File: config.mk
export PLATFORM = sky130hd
export DESIGN_NAME = cgcb_divider
export DESIGN_NICKNAME = d
export VERILOG_FILES = /design/src/hw/rtl/cgcb_pkg.sv /design/src/hw/rtl/cgcb_divider.sv
export SDC_FILE = /design/constraint.sdc
export NUM_CORES = 1
export LEC_CHECK = 0
export BUFFER_PORTS_ARGS = -buffer_cell sky130_fd_sc_hd__buf_2
export CAP_MARGIN = 20
export CELL_PAD_IN_SITES_DETAIL_PLACEMENT = 1
export CELL_PAD_IN_SITES_GLOBAL_PLACEMENT = 2
export CORE_ASPECT_RATIO = 1.4
export CORE_UTILIZATION = 37
export DETAILED_ROUTE_END_ITERATION = 10
export PLACE_DENSITY = 0.86
export SLEW_MARGIN = 20
export SYNTH_ARGS = -nofsm -noshare
export SYNTH_HDL_FRONTEND = slang
export SYNTH_SLANG_ARGS = --single-unit
File: constraint.sdc
create_clock -name clk_i -period 6.3 [get_ports clk_i]
set_input_delay 0.63 -clock clk_i [delete_from_list [all_inputs] [get_ports clk_i]]
set_output_delay 0.63 -clock clk_i [all_outputs]
set_load 0.02 [all_outputs]
File: src/hw/rtl/cgcb_pkg.sv
`default_nettype none
package cgcb_pkg;

  localparam int unsigned MaxCells      = 4096;
  localparam int unsigned MaxGroupAtoms = 16;
  localparam int unsigned MaxGroups     = 65536;

  localparam int unsigned PosW     = 32;
  localparam int unsigned SumW     = 38;
  localparam int unsigned RegW     = 31;
  localparam int unsigned ShapeW   = 12;
  localparam int unsigned GrpW     = 16;
  localparam int unsigned CellIdxW = 12;
  localparam int unsigned AtomCntW = 20;

  // Register indexes of the configuration port.
  localparam logic [2:0] RegBoxX   = 3'd0;
  localparam logic [2:0] RegBoxY   = 3'd1;
  localparam logic [2:0] RegBoxZ   = 3'd2;
  localparam logic [2:0] RegCplX   = 3'd3;
  localparam logic [2:0] RegCplY   = 3'd4;
  localparam logic [2:0] RegCplZ   = 3'd5;
  localparam logic [2:0] RegShape  = 3'd6;

  typedef struct packed {
    logic [PosW-1:0] pos_x;
    logic [PosW-1:0] pos_y;
    logic [PosW-1:0] pos_z;
    logic            last_atom;
    logic            new_pass;
  } atom_req_t;

  typedef struct packed {
    logic [GrpW-1:0]     group_number;
    logic [CellIdxW-1:0] cell_index;
    logic [GrpW-1:0]     slot_in_cell;
    logic [AtomCntW-1:0] cell_atoms;
    logic                group_oversize;
  } bin_res_t;

endpackage
`default_nettype wire

File: src/hw/rtl/cgcb_divider.sv
`default_nettype none
// Restoring divider of a signed sum by a small positive count, one quotient
// bit per cycle, quotient rounded toward minus infinity.
module cgcb_divider import cgcb_pkg::*; (
  input  wire logic            clk_i,
  input  wire logic            rst_ni,
  input  wire logic            start_i,
  input  wire logic [SumW-1:0] dividend_i,
  input  wire logic [6:0]      divisor_i,
  output logic                 done_o,
  output logic [SumW-1:0]      quotient_o
);
  localparam int unsigned CntW = $clog2(SumW + 1);

  logic [SumW-1:0] mag_q, mag_d;
  logic [7:0]      rem_q, rem_d;
  logic [6:0]      dvs_q;
  logic            neg_q;
  logic [CntW-1:0] cnt_q, cnt_d;
  logic            busy_q, busy_d;
  logic [7:0]      trial;
  logic [SumW-1:0] q_fix;

  always_comb begin
    trial  = {rem_q[6:0], mag_q[SumW-1]};
    mag_d  = {mag_q[SumW-2:0], 1'b0};
    rem_d  = trial;
    if (trial >= {1'b0, dvs_q}) begin
      rem_d    = trial - {1'b0, dvs_q};
      mag_d[0] = 1'b1;
    end
    cnt_d  = cnt_q - 1'b1;
    busy_d = busy_q && (cnt_q != CntW'(1));
  end

  // Negative sums: negate the magnitude quotient and step down on remainder.
  always_comb begin
    q_fix = mag_q;
    if (neg_q) q_fix = ~mag_q + ((rem_q != 8'd0) ? SumW'(0) : SumW'(1));
  end

  always_ff @(posedge clk_i or negedge rst_ni) begin
    if (!rst_ni) begin
      busy_q <= 1'b0;
      cnt_q  <= '0;
      done_o <= 1'b0;
    end else begin
      done_o <= busy_q && (cnt_q == CntW'(1));
      if (start_i) begin
        busy_q <= 1'b1;
        cnt_q  <= CntW'(SumW);
      end else if (busy_q) begin
        busy_q <= busy_d;
        cnt_q  <= cnt_d;
      end
    end
  end

  always_ff @(posedge clk_i) begin
    if (start_i) begin
      neg_q <= dividend_i[SumW-1];
      mag_q <= dividend_i[SumW-1] ? (~dividend_i + 1'b1) : dividend_i;
      rem_q <= '0;
      dvs_q <= divisor_i;
    end else if (busy_q) begin
      mag_q <= mag_d;
      rem_q <= rem_d;
    end
  end

  assign quotient_o = q_fix;
endmodule
`default_nettype wire

==> impl_metrics.toml, run 1 <==
[pwr]
sequentialPowerShare = 0.332
p_total_w = 0.00176
powerDensity_nw_per_um2 = 321
swShare = 0.370
p_int_w = 0.00111
clkPwrFrac = 0.284
vdd_drop_max_uv = 166
p_leak_nw = 2.15
p_comb_frac = 0.385
switchingPower_w = 0.000653

[die]
die_height_um = 135
die_area_um2 = 13000
num_rows = 48
ios = 87
die_w_um = 96.8
core_um2 = 12300
start_util = 0.378

[cts]
cts_buffers = 9
cts.repair.resized = 0
hold_buffers = 0
cts_setup_buffers = 0
cts.sinks = 62
clock_insertion_delay_worst_skew_ps = 330
ctsRootBufferMaster = "clkbuf_16"
cts_tree = "yes"
clockBufferDepth = 2
htree_levels = 3
clk_pin_slew_ps = 50

[synth]
synth_fp_nets = 579
synth_edf_count = 46
yosys.area_share.simple = 0.197
synth_fa_ha_area_frac = 0.0366
synthMuxAreaShare = 0.00753
synth_most_common_cell = "nor2_1"
yosys_warnings = 0
synth_flop_cell = "edfxtp_1"
synthTopCellsByArea = "edfxtp_1 (30%), xnor2_1 (8.3%), xor2_1 (6.4%), nor2_1 (5.0%), a21oi_1 (4.3%)"
synth_top_area_frac = 0.297
avgSynthCellArea_um2 = 8.99
synth-seq-area-share = 0.374
synth_compound_area_frac = 0.198
netlist_area_um2 = 4650
synthArstFlopShare = 0.129
syn_inst = 518
yosys.area.top_type = "edfxtp_1"
ys_top_cells_by_count = "nor2_1 (62), edfxtp_1 (46), xnor2_1 (44)"
ys_ff_latch = 62
synth_cell_types = 58
synth_top_family_by_area = "compound AO/OA/AOI/OAI gates"
synth_xor_area_frac = 0.147

[global_routing]
grt_start_max_net_pins = 94
grt_pass1_wl_um = 21500
grt_overflow = 0
grt_pass1_vias = 4403
grt_use_total = 0.204
antenna_found_initial = 0

[sta]
period_share = 0.723
slew_violations = 0
clock_skew_ps = 6.32
hold_viol_final = 0
setup_viol = 0
hold_ws_ps = 133
tightest_slew_ps = 1050
fmax_mhz = 219
tns_ps = 0
post-route-min-period_ps = 4560
rsz0062_at_grt = "false"
maxSlewHeadroom = 0.299

[placed_design]
place_area_um2 = 5190
gp_congestion = 0.794
port_buffers = 86
dp_hpwl_um = 9880

[finish]
n_antenna_cell = 0
seq_area_um2 = 1740
area_growth_pct = 18.0
design_area_um2 = 5490
multi_input_area_um2 = 2730
fillers = 1461
fin_nets = 654
layout-drive-gt1-share = 0.204

[detailed_routing]
drc = 0
vias = 4225
routedWlPerCell_um = 17.5
drtIter0Drc = 181
first_pass_iters = 4
wirelength_um = 13100
antenna_left = 0
vias_per_cell = 5.65

[critical_path]
crit_required_ps = 5670
cp-start-kind = "register"
cp_cell_sequence = "or4_1 -> nor2_1 -> ha_1 -> or4b_2 -> nor4b_2 -> nand4_1 -> o41ai_1 -> xnor2_1 -> buf_2"
slowest_delay_ps = 630
worstReg2RegStart = "mag_q[37]"
path_max_fanout = 4
path_class = "register to output port"
slowest_stage = "or4b_2"
cp-end-kind = "output port"
cp-startpoint = "rem_q[3]"
crit_arrival_ps = 3930

[min_path]
hold_path_class = "input port to asynchronous set/reset pin"

[run_status]
status = "completed"

[run]
drv_cap = 0
==> final timing paths <==
check,cells past startpoint,to,slack [ps]
worst max register to register,8,rem_q[1],3410
min in group clk_i,1,dvs_q[3],470
max in group asynchronous,1,busy_q,6000
worst min register to register,2,cnt_q[5],520
worst min-delay path,1,done_o,130
worst max-delay path,9,quotient_o[32],1740
==> area by class of cell <==
cell class                      count  share of cell area
Timing Repair Buffer               89              0.0825
Sequential cell                    62               0.317
Tap cell                          150              0.0342
Clock buffer                       12              0.0467
Multi-Input combinational cell    410               0.497
Clock inverter                      4             0.00820
Inverter                           21              0.0144
==> metal layers <==
| metal | GRT usage | vias to the layer above | wire [µm] |
|---|---|---|---|
| met5 | 0 | - | 0 |
| met4 | 0.0796 | 0 | 281 |
| met3 | 0.0269 | 20 | 323 |
| met2 | 0.391 | 79 | 7190 |
| met1 | 0.226 | 2070 | 5330 |
| li1 | - | 2056 | - |
==> cells in the final DEF, fill, tap and decap left out, types with 2 or more instances in the layout <==
cell type | Yosys | layout
nand4_1 | 4 | 4
o41ai_2 | 4 | 4
nand4b_1 | 2 | 2
o41ai_1 | 15 | 15
dfxtp_1 | 8 | 8
nor2b_1 | 4 | 4
dfrtp_1 | 8 | 8
a211o_1 | 2 | 2
mux2i_1 | 2 | 2
a311oi_1 | 6 | 6
buf_2 | 1 | 86
buf_4 | 1 | 3
or3_1 | 14 | 14
or4_1 | 5 | 5
o31ai_1 | 21 | 21
inv_1 | 20 | 20
nand3_1 | 12 | 12
o21a_1 | 2 | 2
nor2_1 | 62 | 62
or4_4 | 2 | 2
nand2_1 | 40 | 40
nor4_1 | 10 | 10
o211ai_1 | 3 | 3
clkbuf_8 | 0 | 2
o21ai_0 | 23 | 23
clkbuf_16 | 0 | 9
xnor2_1 | 44 | 44
ha_1 | 12 | 12
or2_2 | 7 | 7
edfxtp_1 | 46 | 46
nand2b_1 | 7 | 7
nor3_1 | 10 | 10
a21oi_1 | 40 | 40
nor3b_1 | 2 | 2
clkinv_2 | 0 | 3
xor2_1 | 34 | 34
==> power groups by stage <==
stage	sequential, W	combinational [W]	clock [W]
2_1_floorplan	0.000568	0.000490	0
3_3_place_gp	0.000588	0.000660	0
3_5_place_dp	0.000594	0.000681	0
4_1_cts	0.000586	0.000686	0.000511
5_1_grt	0.000594	0.000748	0.000524
6_report	0.000585	0.000679	0.000501
==> flip-flops by register name (all words and copies together) (netlist names) <==
register,flops
mag_q,38
cnt_q,6
dvs_q,7
neg_q,1
busy_q,1
done_o,1
rem_q,8
==> critical path, delay by kind of cell, from the launching register on <==
family	cells	cell delay [ps]
AO/OA/AOI/OAI	1	420
XOR/XNOR	1	160
adder cells (fa/ha/maj)	1	210
buffers and inverters	1	180
flip-flops	1	330
AND/OR/NAND/NOR	5	2290
==> per-stage QoR <==
step                instances  setup WS, ps   util
floorplan                 518          2750      -
detailed placement        732          2060  0.421
global route              748          1490  0.446
global placement          732          2130  0.421
CTS                       748          1700  0.446
finish                    748          1740  0.446
==> cell families (layout without fill, tap and decap cells) <==
logic type	count (synthesis)	count (layout)
mux	3	3
fa+ha+maj	13	13
simple gates	186	186
xor+xnor	78	78
flops	62	62
compound gates	130	130
buf+inv	46	126
No activity file was read; power rests on OpenSTA's default activity.
==> run 2, diff against run 1 <==
CORE_UTILIZATION = 34   (was 37)
PLACE_DENSITY = 0.79   (was 0.86)
clock period = 4.5 ns   (was 6.3 ns; I/O delays follow)
==> impl_metrics.toml, run 2 (synthesis gave the netlist of run 1 again) <==
[finish]
layout-drive-gt1-share = 0.206
final_common_cell = "buf_2"
multi_input_area_um2 = 2730
final_cell_mix = "buf_2 (86), nor2_1 (62), edfxtp_1 (46)"
fin_nets = 658
regMostFlops = "mag_q"
fillers = 1632
n_antenna_cell = 0
largest_register_ffs = 38
area_growth_pct = 19.3
reg_top3 = "mag_q: 38 flops, rem_q: 8 flops, dvs_q: 7 flops"
seq_area_um2 = 1740

[sta]
fmax_mhz = 242
setup_viol = 0
post-route-min-period_ps = 4130
period_share = 0.918
tightest_slew_ps = 1040
slew_violations = 0
rsz0062_at_grt = "false"
maxSlewHeadroom = 0.304
hold_viol_final = 0
fin_ws_ps = 368
clock_skew_ps = 5.85
tns_ps = 0

[global_routing]
grt_overflow = 0
grt_pass1_vias = 4349
grt_pass1_wl_um = 21900
grt_use_total = 0.200
antenna_found_initial = 0
grt_start_max_net_pins = 93

[detailed_routing]
antenna_left = 0
drtIter0Drc = 113
vias = 4254
vias_per_cell = 5.43
wirelength_um = 13700
drc = 0
routedWlPerCell_um = 17.5
first_pass_iters = 4

[placed_design]
dp_hpwl_um = 10300
gp_congestion = 0.851
port_buffers = 86
post-place-ws_ps = 715

[cts]
cts_setup_buffers = 0
clock_insertion_delay_worst_skew_ps = 330
clk_pin_slew_ps = 50
cts.sinks = 62
ctsRootBufferMaster = "clkbuf_16"
cts_tree = "yes"
htree_levels = 3
cts_buffers = 9
clockBufferDepth = 2
cts.repair.resized = 0

[min_path]
hold_path_class = "input port to register"

[die]
num_rows = 50
ios = 87
start_util = 0.348
core_um2 = 13400
die_height_um = 140
die_w_um = 101
die_area_um2 = 14200

[critical_path]
path_max_fanout = 4
crit_required_ps = 4050
cp-start-kind = "register"
crit_arrival_ps = 3680
path_class = "register to output port"
cp-end-kind = "output port"

[pwr]
vdd_drop_max_uv = 300
powerDensity_nw_per_um2 = 445
p_leak_nw = 2.16

[run]
drv_cap = 0

[run_status]
status = "completed"
run 2: cell types whose count changed in the layout (fill, tap and decap cells not counted):
cell and change:
buf_4 +3, clkbuf_8 -1, dlygate4sd3_1 +1, clkinv_1 +1
run 2: per-layer routing:
layer  global-route usage  routed length [µm]
met1                0.224                5600
met4               0.0732                 323
met5                    0                   0
met3               0.0269                 374
met2                0.377                7400
run 2: critical path: stages, from the launching register on:
cell and delay [ps]:
dfxtp_1 340, or4_1 530, nor2_1 170, ha_1 230
or4b_2 650, nor4b_2 270, buf_4 190, nand4_1 210
o41ai_1 410, xnor2_1 160, buf_2 190
run 2: final timing paths:
kind                               from        endpoint  slack, ps  depth (start not counted)
setup / recovery               rem_q[3]  quotient_o[32]        370                         10
hold / removal             divisor_i[4]        dvs_q[4]        290                          1
setup reg to reg              mag_q[37]        rem_q[4]       1550                          8
hold reg to reg                rem_q[5]        rem_q[5]        520                          2
max in group asynchronous        rst_ni        cnt_q[2]       3840                          2
min in group asynchronous        rst_ni          busy_q        490                          2
run 2: per-stage QoR:
| stage | hold WS [ps] | area, µm² | power (W) | util | cells |
|---|---|---|---|---|---|
| after global placement | 306 | 5250 | 0.00176 | 0.392 | 767 |
| after global routing | 277 | 5550 | 0.00262 | 0.415 | 784 |
| final | 290 | 5550 | 0.00247 | 0.415 | 784 |
| after detailed placement | 304 | 5250 | 0.00179 | 0.392 | 767 |
| after floorplan | 154 | 4650 | 0.00148 | - | 518 |
| after CTS | 278 | 5550 | 0.00249 | 0.415 | 784 |
run 2: repair_timing:
| item | CTS | global route |
|---|---|---|
| endpoints found under the setup margin | 0 | 0 |
| hold endpoints to repair | 8 | 0 |
| hold buffers | 1 | 0 |
run 2: power breakdown:
group,switching [W],internal [W],leakage [nW]
sequential,0.000102,0.000717,0.624
combinational,0.000576,0.000386,1.39
clock,0.000250,0.000439,0.147
total,0.000928,0.00154,2.16
run 2: area by class of cell:
| cell class | instances | share of cell area |
|---|---|---|
| Clock buffer | 11 | 0.0437 |
| Clock inverter | 5 | 0.00879 |
| Inverter | 21 | 0.0142 |
| Multi-Input combinational cell | 410 | 0.491 |
| Sequential cell | 62 | 0.314 |
| Tap cell | 182 | 0.0410 |
| Timing Repair Buffer | 93 | 0.0874 |
